[src/sv/wve_pkg.sv]
// Shared widths, constants and types of the windowed velocity estimator.
`timescale 1ns / 1ps
package wve_pkg;

   localparam int OBSTACLES_DEF  = 16;
   localparam int WINDOW_MAX_DEF = 16;

   // field widths
   localparam int ID_W       = 4;
   localparam int VIS_W      = 16;
   localparam int POS_W      = 24;
   localparam int TIME_W     = 48;
   localparam int SPEED_W    = 23;
   localparam int WIN_W      = 5;
   localparam int CSR_IDX_W  = 8;
   localparam int CSR_DATA_W = 16;

   // register indexes
   localparam logic [CSR_IDX_W-1:0] REG_MIN_VIS = CSR_IDX_W'(0);
   localparam logic [CSR_IDX_W-1:0] REG_WIN_LEN = CSR_IDX_W'(1);

   localparam logic [VIS_W-1:0] MIN_VIS_RST = VIS_W'(5);
   localparam logic [WIN_W-1:0] WIN_LEN_RST = WIN_W'(8);

   // arithmetic widths
   localparam int MICROS    = 1000000;
   localparam int MICROS_W  = 20;
   localparam int DIFF_W    = POS_W + 1;
   localparam int MX_W      = DIFF_W + MICROS_W;
   localparam int SQ_W      = 2 * DIFF_W;
   localparam int RAD_W     = SQ_W + 12;
   localparam int ROOT_W    = RAD_W / 2;
   localparam int PS_W      = ROOT_W + MICROS_W;
   localparam int DVD_W     = 52;
   localparam int DVS_W     = TIME_W + 6;
   localparam int SUM_W     = 52;
   localparam int POS_MAX   = 8388607;
   localparam int SPEED_MAX = 8388607;

   typedef struct packed {
      logic signed [POS_W-1:0] x;
      logic signed [POS_W-1:0] y;
      logic [TIME_W-1:0]       t;
   } wve_sample_type;

   typedef struct packed {
      logic busy;
      logic done;
   } wve_unit_status_type;

   typedef enum logic [3:0] {
      ST_IDLE,
      ST_META,
      ST_RD_FIRST,
      ST_LOAD_FIRST,
      ST_RD_NEXT,
      ST_CAPTURE,
      ST_SQX,
      ST_SQY,
      ST_SQRT_GO,
      ST_MY,
      ST_SQRT_WAIT,
      ST_SCALE,
      ST_DIV_START,
      ST_DIV_WAIT,
      ST_NEXT,
      ST_EMIT
   } wve_state_type;

   typedef enum logic [2:0] {
      PH_X,
      PH_Y,
      PH_S,
      PH_AX,
      PH_AY,
      PH_AS
   } wve_phase_type;

endpackage

[src/sv/wve_div.sv]
// Restoring unsigned divider, one quotient bit per cycle.
`timescale 1ns / 1ps
module wve_div import wve_pkg::*; (
   input  logic                clock,
   input  logic                reset,
   input  logic                start,
   input  logic [DVD_W-1:0]    dividend,
   input  logic [DVS_W-1:0]    divisor,
   output logic [DVD_W-1:0]    quotient,
   output wve_unit_status_type status
);

   localparam int CNT_W = $clog2(DVD_W + 1);

   logic [DVD_W-1:0] quo_ff;
   logic [DVS_W-1:0] rem_ff;
   logic [DVS_W-1:0] dvs_ff;
   logic [CNT_W-1:0] cnt_ff;
   logic             busy_ff;
   logic             done_ff;
   logic [DVS_W:0]   rem_sh;
   logic [DVS_W:0]   rem_sub;
   logic             fits;

   // shift in the next dividend bit and try the subtract
   always_comb begin
      rem_sh  = {rem_ff, quo_ff[DVD_W-1]};
      rem_sub = rem_sh - {1'b0, dvs_ff};
      fits    = rem_sh >= {1'b0, dvs_ff};
   end

   // control
   always_ff @(posedge clock) begin
      if (reset) begin
         busy_ff <= 1'b0;
         done_ff <= 1'b0;
         cnt_ff  <= '0;
      end else begin
         done_ff <= 1'b0;
         if (start) begin
            busy_ff <= 1'b1;
            cnt_ff  <= CNT_W'(DVD_W);
         end else if (busy_ff) begin
            cnt_ff <= cnt_ff - 1'b1;
            if (cnt_ff == CNT_W'(1)) begin
               busy_ff <= 1'b0;
               done_ff <= 1'b1;
            end
         end
      end
   end

   // datapath
   always_ff @(posedge clock) begin
      if (start) begin
         quo_ff <= dividend;
         rem_ff <= '0;
         dvs_ff <= divisor;
      end else if (busy_ff) begin
         quo_ff <= {quo_ff[DVD_W-2:0], fits};
         rem_ff <= fits ? rem_sub[DVS_W-1:0] : rem_sh[DVS_W-1:0];
      end
   end

   assign quotient    = quo_ff;
   assign status.busy = busy_ff;
   assign status.done = done_ff;

endmodule

[config.mk]
export PLATFORM = sky130hd
export DESIGN_NAME = wve_div
export DESIGN_NICKNAME = d
export VERILOG_FILES = /design/src/sv/wve_pkg.sv /design/src/sv/wve_div.sv
export SDC_FILE = /design/constraint.sdc
export NUM_CORES = 1
export LEC_CHECK = 0
export BUFFER_PORTS_ARGS = -buffer_cell sky130_fd_sc_hd__buf_2
export CAP_MARGIN = 25
export CORE_UTILIZATION = 35
export CTS_BUF_LIST = sky130_fd_sc_hd__clkbuf_8
export CTS_CLUSTER_SIZE = 12
export DETAILED_ROUTE_END_ITERATION = 8
export PLACE_DENSITY_LB_ADDON = 0.25
export SLEW_MARGIN = 20
export SYNTH_ARGS = -nofsm -noshare
export SYNTH_HDL_FRONTEND = slang
export SYNTH_SLANG_ARGS = --single-unit
[constraint.sdc]
create_clock -name clock -period 5.9 [get_ports clock]
set_input_delay 0.295 -clock clock [delete_from_list [all_inputs] [get_ports clock]]
set_output_delay 0.295 -clock clock [all_outputs]
set_load 0.05 [all_outputs]
==> qor.csv <==
stage,metric,value,unit
global_route,initial antenna violation count,0,
floorplanning,Initial Util,0.358,
sta,final period utilization,0.633,
floorplanning,Die Height,171,um
detailed_routing,Antenna Nets Post-Route,0,
layout,fill count,2775,
sta,unrepaired setup endpoints after global routing,no,
critical_path,"most used cell, CP",o21ai_4,
global_route,total gr overflow,0,
power,total chip power,0.00307,W
global_route,largest net degree at the start of global routing,76,
logic_synthesis,Syn Nets,1205,
logic_synthesis,Post-Synthesis Cell Area,10000,sq um
detailed_routing,via count,8160,
sta,relative slew slack,0.311,
sta,Max Clock Freq,268,MHz
global_route,first-pass GRT wire length,40500,um
layout,number of inserted diodes,0,
placed_design,Final GP Congestion,0.873,
logic_synthesis,top_reg_cell synth,edfxtp_1,
hold_path,Worst Hold Path EP,cnt_ff[2],
cts,root buf cell,clkbuf_8,
logic_synthesis,most frequent cells after synthesis,"122 x nand2_1, 106 x edfxtp_1, 86 x nor2_1",
floorplanning,Placement Rows,61,
critical_path,R2R depth,13,
cts,CTS clock-pin slew for the worst setup and hold paths,0.11,ns
critical_path,reg2reg start,dvs_ff[6],
critical_path,CP Capture Type,register,
critical_path,"Largest delay share family, worst path",compound AO/OA/AOI/OAI gates,
floorplanning,area of the core,28000,sq um
cts,clk_lat worst skew,0.49,ns
logic_synthesis,Area contributors post-synth,"edfxtp_1 32%, dfxtp_1 12%, ha_1 7.0%, mux2_2 5.8%, nand2_1 4.6%",
sta,Final Hold Viols,0,
layout,nets,1379,
placed_design,IO Port Bufs,162,
cts,H-tree levels,4,
sta,total negative slack,0,ns
logic_synthesis,top-count cell post-synth,nand2_1,
detailed_routing,WL/cell,15.6,um
sta,Setup WS post-layout,2.17,ns
critical_path,Worst Setup SP,dvs_ff[6],
sta,setup violators final,0,
sta,Tmin final,3.73,ns
logic_synthesis,yosys warns,0,
placed_design,post-DP HPWL,17600,um
logic_synthesis,Netlist cell types,63,
critical_path,Worst R2R End,rem_ff[0],
logic_synthesis,Mean Syn Cell Area,9.65,sq um
floorplanning,Die Area,29300,sq um
critical_path,crit-path cells,"inv_1, ha_1, a21oi_1, o22ai_1, or4_4, o21ai_4, o21a_1, o21ai_2, o21ai_4, buf_4, nand2_1, o211a_1, nor3_1",
power,Worst VDD drop,0.148,mV
sta,Clock Skew,0.0160,ns
hold_path,Min-Delay Startpoint,reset,
detailed_routing,initial DRC count,513,
logic_synthesis,Post-synth EDFFs,106,
critical_path,flop2flop setup slack,2.17,ns
cts,number of CTS-inserted buffers,17,
layout,layout cells sized above 1,0.236,
critical_path,CP max stage cell,o21ai_4,
detailed_routing,drt via density,5.09,
critical_path,critical path data arrival time,4.14,ns
floorplanning,DIE WIDTH,171,um
global_route,overall routing resource usage,0.175,
placed_design,Post-Place Worst Slack,2.16,ns
hold_path,class of the worst hold path,in2reg,
cts,CTS tree,yes,
cts,CTS Sinks,168,
detailed_routing,WL final,25000,um
cts,Clock Tree Buf Depth,2,
power,leakage,4.98,nW
global_route,vias in the first global route,8085,
critical_path,Setup CP Type,reg2reg,
critical_path,maximum fanout along the worst path,26,
logic_synthesis,post-synth top area cell,edfxtp_1,
logic_synthesis,asr flop ratio synth,0,
hold_path,worst hold path cell count,2,
status,status,completed,
sta,count of pins over their slew limit,0,
logic_synthesis,post-synthesis sequential area ratio,0.441,
critical_path,required time of the critical path,6.31,ns
detailed_routing,TritonRoute pass-1 iters,5,
critical_path,Critical Path Source Type,register,
critical_path,crit path buf inv count,2,
logic_synthesis,Post-Synthesis Cells,1039,
flow_run,max_cap viols,0,
floorplanning,Top-Level Pins,163,
sta,Least-Margin Pin Slew,1.03,ns
critical_path,peak per-stage delay on the critical path,0.65,ns
detailed_routing,DRC viols,0,
logic_synthesis,area share of the largest cell type after synthesis,0.318,
power,power density over cell area,256,nW/um^2
logic_synthesis,register bit total from synthesis,168,
layout,P&R area growth vs syn,19.7,%
cts,setup bufs post-CTS,0,
layer usage:
layer  global-route usage  part of all wire  up-vias  wire, um
met5                    0                 0        -         0
met4               0.0516             0.014        0       360
met3               0.0479             0.056       22      1400
met2                0.283              0.46      206     11400
met1                0.228              0.47     3848     11800
li1                     -                 -     4084         -
kinds of logic after synthesis:
logic type,Yosys count,share of synthesized area
fa+ha+maj,57,0.0719
buf+inv,140,0.0595
mux,58,0.0644
simple gates,303,0.135
xor+xnor,52,0.0454
flops,168,0.441
compound gates,261,0.182
power by group:
group	switching (W)	leakage, nW	internal, W
Combinational	0.000509	3.22	0.000312
Sequential	0.0000557	1.56	0.00136
Clock	0.000519	0.193	0.000316
Total	0.00108	4.98	0.00199
cell usage in the layout, fill, tap and decap left out, drive strengths merged, types with 3 or more instances in the layout:
master,instances
edfxtp,106
o211a,6
o221ai,3
a32oi,5
ha,56
a311oi,21
or4,3
nor2b,4
o21bai,10
a221oi,3
mux2i,6
o22ai,4
a21o,23
or2,4
xor2,10
buf,168
nor2,86
nand3,11
dlygate4sd3,54
and4,3
a21oi,82
o21a,5
nor4,5
nand2b,6
clkinv,6
o31ai,3
a211oi,18
nand2,122
xnor2,42
o211ai,3
dfxtp,62
nor3,22
a31oi,6
mux2,52
and3,6
nand4,22
o21ai,56
inv,80
clkbuf,17
flip-flops by register name, summed over array words and instances (netlist names):
name and flops:
cnt_ff 6, busy_ff 1, done_ff 1, rem_ff 54, dvs_ff 54, quotient 52
stage by stage:
step / cells / hold WS, ns / utilization / cell area (sq um)
2_1_floorplan: 1039 / 0.394 / - / 10000
3_3_place_gp: 1517 / 0.460 / 0.394 / 11000
3_5_place_dp: 1518 / 0.462 / 0.395 / 11100
4_1_cts: 1604 / 0.0315 / 0.428 / 12000
5_1_grt: 1604 / 0.0471 / 0.428 / 12000
6_report: 1604 / 0.0711 / 0.428 / 12000
cell type report:
cell class              instances  area [sq um]  share of cell area
clock buffers                  17           234              0.0195
repair buffers                222          1420               0.118
clock inverters                15           158              0.0131
well taps                     378           473              0.0394
inverters                      73           274              0.0228
flip-flops and latches        168          4430               0.369
multi-input cells             731          5020               0.418
worst max-delay path by stage:
stage                             to  slack, ns  depth (start not counted)
after CTS                 rem_ff[43]       2.14                         13
after detailed placement  rem_ff[48]       2.16                         13
final                      rem_ff[0]       2.17                         13
after global routing      rem_ff[43]       1.84                         13
after global placement    rem_ff[51]       2.17                         11
after floorplan           rem_ff[46]       2.66                         14
what timing repair did:
action	in CTS	in global routing
hold buffers	54	0
resized for setup	0	0
hold endpoints to repair	54	0
Power figures use the tool's default switching activity.
