`src/sv/wve_pkg.sv`:
```
// Shared widths, constants and types of the windowed velocity estimator.
`timescale 1ns / 1ps
package wve_pkg;

   localparam int OBSTACLES_DEF  = 16;
   localparam int WINDOW_MAX_DEF = 16;

   // field widths
   localparam int ID_W       = 4;
   localparam int VIS_W      = 16;
   localparam int POS_W      = 24;
   localparam int TIME_W     = 48;
   localparam int SPEED_W    = 23;
   localparam int WIN_W      = 5;
   localparam int CSR_IDX_W  = 8;
   localparam int CSR_DATA_W = 16;

   // register indexes
   localparam logic [CSR_IDX_W-1:0] REG_MIN_VIS = CSR_IDX_W'(0);
   localparam logic [CSR_IDX_W-1:0] REG_WIN_LEN = CSR_IDX_W'(1);

   localparam logic [VIS_W-1:0] MIN_VIS_RST = VIS_W'(5);
   localparam logic [WIN_W-1:0] WIN_LEN_RST = WIN_W'(8);

   // arithmetic widths
   localparam int MICROS    = 1000000;
   localparam int MICROS_W  = 20;
   localparam int DIFF_W    = POS_W + 1;
   localparam int MX_W      = DIFF_W + MICROS_W;
   localparam int SQ_W      = 2 * DIFF_W;
   localparam int RAD_W     = SQ_W + 12;
   localparam int ROOT_W    = RAD_W / 2;
   localparam int PS_W      = ROOT_W + MICROS_W;
   localparam int DVD_W     = 52;
   localparam int DVS_W     = TIME_W + 6;
   localparam int SUM_W     = 52;
   localparam int POS_MAX   = 8388607;
   localparam int SPEED_MAX = 8388607;

   typedef struct packed {
      logic signed [POS_W-1:0] x;
      logic signed [POS_W-1:0] y;
      logic [TIME_W-1:0]       t;
   } wve_sample_type;

   typedef struct packed {
      logic busy;
      logic done;
   } wve_unit_status_type;

   typedef enum logic [3:0] {
      ST_IDLE,
      ST_META,
      ST_RD_FIRST,
      ST_LOAD_FIRST,
      ST_RD_NEXT,
      ST_CAPTURE,
      ST_SQX,
      ST_SQY,
      ST_SQRT_GO,
      ST_MY,
      ST_SQRT_WAIT,
      ST_SCALE,
      ST_DIV_START,
      ST_DIV_WAIT,
      ST_NEXT,
      ST_EMIT
   } wve_state_type;

   typedef enum logic [2:0] {
      PH_X,
      PH_Y,
      PH_S,
      PH_AX,
      PH_AY,
      PH_AS
   } wve_phase_type;

endpackage

```
`src/sv/wve_isqrt.sv`:
```
// Floor square root, one root bit per cycle.
`timescale 1ns / 1ps
module wve_isqrt import wve_pkg::*; (
   input  logic                clock,
   input  logic                reset,
   input  logic                start,
   input  logic [RAD_W-1:0]    radicand,
   output logic [ROOT_W-1:0]   root,
   output wve_unit_status_type status
);

   localparam int CNT_W = $clog2(ROOT_W + 1);

   logic [RAD_W-1:0]  rad_ff;
   logic [ROOT_W+1:0] rem_ff;
   logic [ROOT_W-1:0] root_ff;
   logic [CNT_W-1:0]  cnt_ff;
   logic              busy_ff;
   logic              done_ff;
   logic [ROOT_W+2:0] rem_sh;
   logic [ROOT_W+2:0] trial;
   logic [ROOT_W+2:0] rem_sub;
   logic              fits;

   // bring down two bits and test root*4+1
   always_comb begin
      rem_sh  = {rem_ff[ROOT_W:0], rad_ff[RAD_W-1 -: 2]};
      trial   = {1'b0, root_ff, 2'b01};
      rem_sub = rem_sh - trial;
      fits    = rem_sh >= trial;
   end

   // control
   always_ff @(posedge clock) begin
      if (reset) begin
         busy_ff <= 1'b0;
         done_ff <= 1'b0;
         cnt_ff  <= '0;
      end else begin
         done_ff <= 1'b0;
         if (start) begin
            busy_ff <= 1'b1;
            cnt_ff  <= CNT_W'(ROOT_W);
         end else if (busy_ff) begin
            cnt_ff <= cnt_ff - 1'b1;
            if (cnt_ff == CNT_W'(1)) begin
               busy_ff <= 1'b0;
               done_ff <= 1'b1;
            end
         end
      end
   end

   // datapath
   always_ff @(posedge clock) begin
      if (start) begin
         rad_ff  <= radicand;
         rem_ff  <= '0;
         root_ff <= '0;
      end else if (busy_ff) begin
         rad_ff  <= {rad_ff[RAD_W-3:0], 2'b00};
         rem_ff  <= fits ? rem_sub[ROOT_W+1:0] : rem_sh[ROOT_W+1:0];
         root_ff <= {root_ff[ROOT_W-2:0], fits};
      end
   end

   assign root        = root_ff;
   assign status.busy = busy_ff;
   assign status.done = done_ff;

endmodule

```
`config.mk`:
```
export PLATFORM = sky130hd
export DESIGN_NAME = wve_isqrt
export DESIGN_NICKNAME = d
export VERILOG_FILES = /design/src/sv/wve_pkg.sv /design/src/sv/wve_isqrt.sv
export SDC_FILE = /design/constraint.sdc
export NUM_CORES = 1
export LEC_CHECK = 0
export ABC_AREA = 1
export BUFFER_PORTS_ARGS = -buffer_cell sky130_fd_sc_hd__buf_2
export CAP_MARGIN = 20
export CORE_ASPECT_RATIO = 0.6
export CORE_MARGIN = 1.5
export CORE_UTILIZATION = 58
export DETAILED_ROUTE_END_ITERATION = 10
export PLACE_DENSITY_LB_ADDON = 0.08
export SLEW_MARGIN = 40
export SYNTH_ARGS = -nofsm -noshare
export SYNTH_HDL_FRONTEND = slang
export SYNTH_SLANG_ARGS = --single-unit
```
`constraint.sdc`:
```
create_clock -name clock -period 3.7 [get_ports clock]
set_input_delay 0.74 -clock clock [delete_from_list [all_inputs] [get_ports clock]]
set_output_delay 0.74 -clock clock [all_outputs]
set_load 0.02 [all_outputs]
```
==> impl_metrics.env, run 1 <==
export IMPL_wl_per_cell_um=14.86
export IMPL_post_cts_buffers=0
export IMPL_gp_congestion=0.9839
export IMPL_dr_pass1_iters=5
export IMPL_layout_nets=1323
export IMPL_r2r_start="root[7]"
export IMPL_critPathMaxFanout=33
export IMPL_port_buffers=97
export IMPL_fp_dieW_um=153.7
export IMPL_synth_edf_count=62
export IMPL_power_density_nw_per_um2=1071
export IMPL_finalMaxSlewViolations=0
export IMPL_grt_ovfl_total=0
export IMPL_ios=98
export IMPL_r2r_end="rem_ff[27]"
export IMPL_dpl_cell_count=1374
export IMPL_min_delay_path_class="register to register"
export IMPL_critical_path_buf_inv_count=3
export IMPL_cts_sinks=132
export IMPL_grt_pass1_wl_um=33850
export IMPL_ys_types=36
export IMPL_worstPathCellList="inv_1 -> ha_1 -> nand2_1 -> inv_1 -> nand2_1 -> nand2_1 -> inv_2 -> nand3_2 -> nand2_1 -> nand2_2 -> nand2_4 -> nand2_8 -> nand2_2 -> nand2_1 -> nand2_1 -> nand2_1"
export IMPL_fin_worst_skew_ns=0.01419
export IMPL_min_to="rem_ff[30]"
export IMPL_layout_commonest_cell="nand2_1"
export IMPL_die_y_um=93.41
export IMPL_start_kind="register"
export IMPL_worstPathRequired_ns=4.02
export IMPL_tightest_slew_ns=0.6845
export IMPL_antenna_found_initial=0
export IMPL_row_count=32
export IMPL_fill_cells=1137
export IMPL_die_area_um2=14360
export IMPL_fin_cells=1406
export IMPL_cp_top_family="simple AND/OR/NAND/NOR gates"
export IMPL_seq_area_um2=3263
export IMPL_relSlewSlack_pct=54.30
export IMPL_hold_path_cell_count=2
export IMPL_vias_per_cell=5.272
export IMPL_rsz0062_at_grt="false"
export IMPL_ir_worst_vdd_v=0.0005086
export IMPL_fin_crit_ns=2.752
export IMPL_grtUsageTotal_pct=30.44
export IMPL_area_growth_pct=15.23
export IMPL_final_cell_mix="nand2_1 (526), inv_1 (148), buf_2 (97), dfxtp_1 (70), edfxtp_1 (62)"
export IMPL_totalWireLength_um=20900
export IMPL_synthesis_nets=1235
export IMPL_fin_crit_sh_pct=74.39
export IMPL_clk_latency_ns=0.43
export IMPL_fmax_ghz=0.3633
export IMPL_vias=7413
export IMPL_ctsResizeCount=0
export IMPL_synth_warnings=0
export IMPL_start_util_pct=60.53
export IMPL_leakage_nw=4.889
export IMPL_ys_async_sr_fraction_pct=0
export IMPL_critPathCaptureType="register"
export IMPL_r2r_cells=16
export IMPL_cts_tree="built"
export IMPL_seq_area_frac_synth_pct=41.30
export IMPL_finalHoldViolCount=0
export IMPL_drc=0
export IMPL_hp_start="rem_ff[30]"
export IMPL_ant_nets=0
export IMPL_synth_area_um2=7901
export IMPL_cts_max_level=4
export IMPL_drtIter0Drc=736
export IMPL_clk_pin_slew_ns=0.06
export IMPL_outcome="completed"
export IMPL_maxCapViolations=0
export IMPL_multi_input_area_um2=3897
export IMPL_synth_cells=1135
export IMPL_critPathKind="register to register"
export IMPL_whs_ns=0.4662
export IMPL_rrSetupSlack_ns=0.95
export IMPL_cp_common_cell="nand2_1"
export IMPL_synth_seq_cells=132
export IMPL_cts_buffer_depth=2
export IMPL_synth_top_flop_cell="dfxtp_1"
export IMPL_cpMaxStageDelayCell="ha_1"
export IMPL_slowest_delay_ns=0.36
export IMPL_hold_buffers=0
export IMPL_grt_pass1_vias=6533
export IMPL_core_region_area_um2=13050
export IMPL_dp_hpwl_um=14950
export IMPL_finalPower_mw=9.754
export IMPL_cts_buffers=17
export IMPL_setup_viol=0
export IMPL_diodes=0
export IMPL_grt_max_degree=63
export IMPL_layout_drive_gt1_share_pct=13.51
export IMPL_tns_ns=0
export IMPL_crit_arrival_ns=3.07
export IMPL_clockRootBuffer="clkbuf_16"
export IMPL_syn_area_per_cell_um2=6.962
-- synth_stat cells (2+ instances only) --
cell type  instances  area, um^2
inv_1            150       563.0
nand3_2            3       30.03
a21oi_1           18       90.09
xnor2_1            6       52.55
or2_2              3       18.77
nor2_2             3       18.77
nand2_1          526        1974
ha_1              35       437.9
buf_6              3       33.78
xor2_1             8       70.07
clkbuf_1          20       75.07
nor2_1            47       176.4
nor3_1            10       50.05
nand3_1           60       300.3
o21bai_1           4       30.03
edfxtp_1          62        1862
nor4_1             2       12.51
o21ai_0           12       60.06
nand4_1            9       56.30
buf_4              2       15.01
buf_1              4       15.01
nand2_2            8       50.05
nand3b_1          17       127.6
buf_2              5       25.02
inv_2              5       18.77
a31oi_1            3       18.77
dfxtp_1           70        1401
nor2_4             3       33.78
o22ai_1           30       187.7
-- sequential cells by signal, indices dropped and copies added, names as in the netlist --
signal and cells:
rem_ff 32, root 31, cnt_ff 5, rad_ff 62
done_ff 1, busy_ff 1
-- tightest hold or removal path: stages, from the launching register on --
cell	delay [ns]
dfxtp_1	0.32
nand2_1	0.06
nand2_1	0.05
-- where the power goes --
part           internal, mW  leakage, nW  switching [mW]  total, mW
Sequential             1.75         1.21           0.133       1.88
Combinational          1.87         3.39            4.20       6.06
Clock                  1.08        0.292           0.728       1.81
Total                  4.69         4.89            5.06       9.75
-- cells by family after synthesis --
kind of cell	synth area share (%)
buffers and inverters	9.438
xor gates and xnor gates	1.552
adders and majority gates	5.542
AOI/OAI and AO/OA	5.194
DFF	41.30
and+or+nand+nor	36.98
-- per-stage QoR --
stage | setup WS (ns) | util (%) | area, um^2
3_5_place_dp | 1.022 | 65.02 | 8487
6_report | 0.9477 | 69.76 | 9105
3_3_place_gp | 1.065 | 65.02 | 8487
5_1_grt | 0.7557 | 69.76 | 9105
2_1_floorplan | 0.4077 | - | 7901
4_1_cts | 0.9834 | 69.75 | 9104
-- routing by layer --
layer  GRT usage, %  vias to the layer above  wire [um]
met5              0                        -          0
met4          6.068                        0        133
met3          8.295                       13       2287
met2          40.69                      306       7846
met1          47.95                     3346      10630
li1               -                     3748          -
-- layout make-up --
type	count	share of cell area (%)
Multi-Input combinational cell	814	42.81
Clock inverter	15	2.103
Clock buffer	17	4.672
Timing Repair Buffer	103	5.827
Tap cell	170	2.336
Sequential cell	132	35.84
Inverter	155	6.417
-- worst max path at each step --
| stage | startpoint | slack [ns] | cells after the start | endpoint |
|---|---|---|---|---|
| floorplan | start | 0.41 | 3 | rad_ff[0] |
| global placement | root[7] | 1.06 | 16 | rem_ff[25] |
| detailed placement | root[7] | 1.02 | 16 | rem_ff[25] |
| CTS | root[7] | 0.98 | 16 | rem_ff[27] |
| global route | root[17] | 0.76 | 16 | rem_ff[27] |
| finish | root[7] | 0.95 | 16 | rem_ff[27] |
No activity file was read; power rests on OpenSTA's default activity.
==> inputs of run 2 (changes only) <==
==> constraint.sdc (replaced) <==
create_clock -name clock -period 2.79 [get_ports clock]
set_input_delay 0.558 -clock clock [delete_from_list [all_inputs] [get_ports clock]]
set_output_delay 0.558 -clock clock [all_outputs]
set_load 0.02 [all_outputs]
==> run 2 against run 1 <==
  * First-iteration DRC count decreased by 4.9%
  * Non-clock buffer count increased by 7
  * Combinational power increased by 36%
  * Die area unchanged
  * Final cell count increased by 0.50%
  * Via count increased by 0.97%
  * Critical path type unchanged
  * Largest cell class unchanged
==> impl_metrics.env, run 2 (synthesized netlist as in run 1, its figures left out) <==
export IMPL_grt_ovfl_total=0
export IMPL_setup_viol=0
export IMPL_seq_area_um2=3263
export IMPL_layout_nets=1330
export IMPL_combPwrFrac_pct=63.8
export IMPL_die_area_um2=14360
export IMPL_diodes=0
export IMPL_gp_congestion=0.9702
export IMPL_clk_latency_ns=0.42
export IMPL_seq_power_share_pct=19.5
export IMPL_drc=0
export IMPL_start_util_pct=60.53
export IMPL_clk_pin_slew_ns=0.07
export IMPL_cpMaxStageDelayCell="ha_1"
export IMPL_finalMaxSlewViolations=0
export IMPL_area_growth_pct=15.68
export IMPL_worstPathCellList="inv_1 -> ha_1 -> nand2_1 -> inv_1 -> nand2_1 -> nand2_1 -> inv_2 -> nand3_2 -> nand2_1 -> nand2_2 -> nand2_8 -> nand2_8 -> nand2_2 -> nand2_1 -> nand2_1 -> nand2_1"
export IMPL_core_region_area_um2=13050
export IMPL_grt_pass1_wl_um=34850
export IMPL_intPower_mw=6.110
export IMPL_relSlewSlack_pct=58.60
export IMPL_dp_hpwl_um=15340
export IMPL_die_y_um=93.41
export IMPL_cts_max_level=4
export IMPL_drtIter0Drc=700
export IMPL_final_area_um2=9140
export IMPL_hold_buffers=0
export IMPL_ir_worst_vdd_v=0.0008040
export IMPL_vias=7485
export IMPL_cts_buffers=17
export IMPL_clockRootBuffer="clkbuf_16"
export IMPL_ant_nets=0
export IMPL_rsz0062_at_grt="false"
export IMPL_worstPathRequired_ns=3.10
export IMPL_wl_per_cell_um=15.05
export IMPL_cts_sinks=132
export IMPL_grt_pass1_vias=6918
export IMPL_critPathCaptureType="register"
export IMPL_cp_common_cell="nand2_1"
export IMPL_fill_cells=1142
export IMPL_dr_pass1_iters=6
export IMPL_top_register="rad_ff"
export IMPL_maxCapViolations=0
export IMPL_start_kind="register"
export IMPL_p_sw_share_pct=52.57
export IMPL_leakage_nw=4.910
export IMPL_power_switching_mw=6.773
export IMPL_tns_ns=0
export IMPL_final_cell_mix="nand2_1 (526), inv_1 (149), buf_2 (97), dfxtp_1 (70), edfxtp_1 (62)"
export IMPL_cts_buffer_depth=2
export IMPL_vias_per_cell=5.297
export IMPL_fmax_ghz=0.4011
export IMPL_outcome="completed"
export IMPL_largest_register_ffs=62
export IMPL_post_dp_cell_area_um2=8557
export IMPL_cts_tree="built"
export IMPL_cp_top_family="simple AND/OR/NAND/NOR gates"
export IMPL_row_count=32
export IMPL_slowest_delay_ns=0.35
export IMPL_antenna_found_initial=0
export IMPL_critical_path_buf_inv_count=3
export IMPL_min_delay_path_class="primary input to register"
export IMPL_fin_worst_skew_ns=0.01247
export IMPL_critPathMaxFanout=33
export IMPL_fin_crit_ns=2.493
export IMPL_layout_drive_gt1_share_pct=14.00
export IMPL_grtUsageTotal_pct=31.28
export IMPL_layout_commonest_cell="nand2_1"
export IMPL_finalHoldViolCount=0
export IMPL_multi_input_area_um2=3910
export IMPL_port_buffers=97
export IMPL_power_density_nw_per_um2=1410
export IMPL_clkPwrFrac_pct=16.6
export IMPL_tightest_slew_ns=0.6211
export IMPL_ios=98
export IMPL_grt_max_degree=65
export IMPL_totalWireLength_um=21270
export IMPL_critPathKind="register to register"
export IMPL_fp_dieW_um=153.7
export IMPL_crit_arrival_ns=2.80
export IMPL_fin_crit_sh_pct=89.36
==> run 2: cell types whose count changed in the layout (fill, tap and decap cells not counted), sizes merged <==
cell / change
buf: +7
bufinv: -3
clkinv: +2
clkinvlp: -2
inv: +3
==> run 2: area by class of cell <==
class,instances,area share (%)
flip-flops and latches,132,35.70
clock inverters,15,1.506
well taps,170,2.327
multi-input cells,814,42.78
clock buffers,17,4.654
repair buffers,110,6.653
inverters,155,6.379
==> run 2: power groups by stage <==
| stage | registers (mW) | clock network [mW] | logic, mW |
|---|---|---|---|
| after global placement | 2.54 | 0 | 7.79 |
| after CTS | 2.51 | 2.16 | 7.89 |
| final | 2.52 | 2.14 | 8.22 |
| after global routing | 2.54 | 2.24 | 9.21 |
| after floorplan | 2.48 | 0 | 6.04 |
| after detailed placement | 2.54 | 0 | 7.80 |
==> run 2: final timing paths <==
kind,slack [ns],cells after the start,end,from
worst max-delay path,0.30,16,rem_ff[26],root[7]
worst max register to register,0.30,16,rem_ff[26],root[7]
worst min register to register,0.47,2,rem_ff[3],rem_ff[3]
worst min-delay path,0.37,2,cnt_ff[3],reset
==> run 2: metal layers <==
metal  routed length (um)  share of wire, %  up-vias  global-route usage [%]
li1                     -                 -     3776                       -
met5                    0                 0        -                       0
met1                10790                51     3364                   48.57
met3                 2317                11       25                   8.804
met2                 7917                37      320                   41.52
met4                  242               1.1        0                   8.172
==> run 2: repair_timing <==
item | in CTS | in global routing
setup buffers | 0 | 1
gates resized for setup | 0 | 2
setup endpoints to repair | 0 | 6
==> run 2: per-stage QoR <==
stage | power (mW) | hold slack, ns | cells | util [%] | worst slack [ns]
after floorplan | 8.526 | 0.4298 | 1135 | - | 0.5630
after detailed placement | 10.34 | 0.4621 | 1380 | 65.56 | 0.2658
after CTS | 12.56 | 0.3684 | 1412 | 69.87 | 0.2136
after global placement | 10.33 | 0.4605 | 1380 | 65.56 | 0.2820
after global routing | 14.00 | 0.3926 | 1413 | 70.02 | 0.06312
final | 12.88 | 0.3712 | 1413 | 70.02 | 0.2969
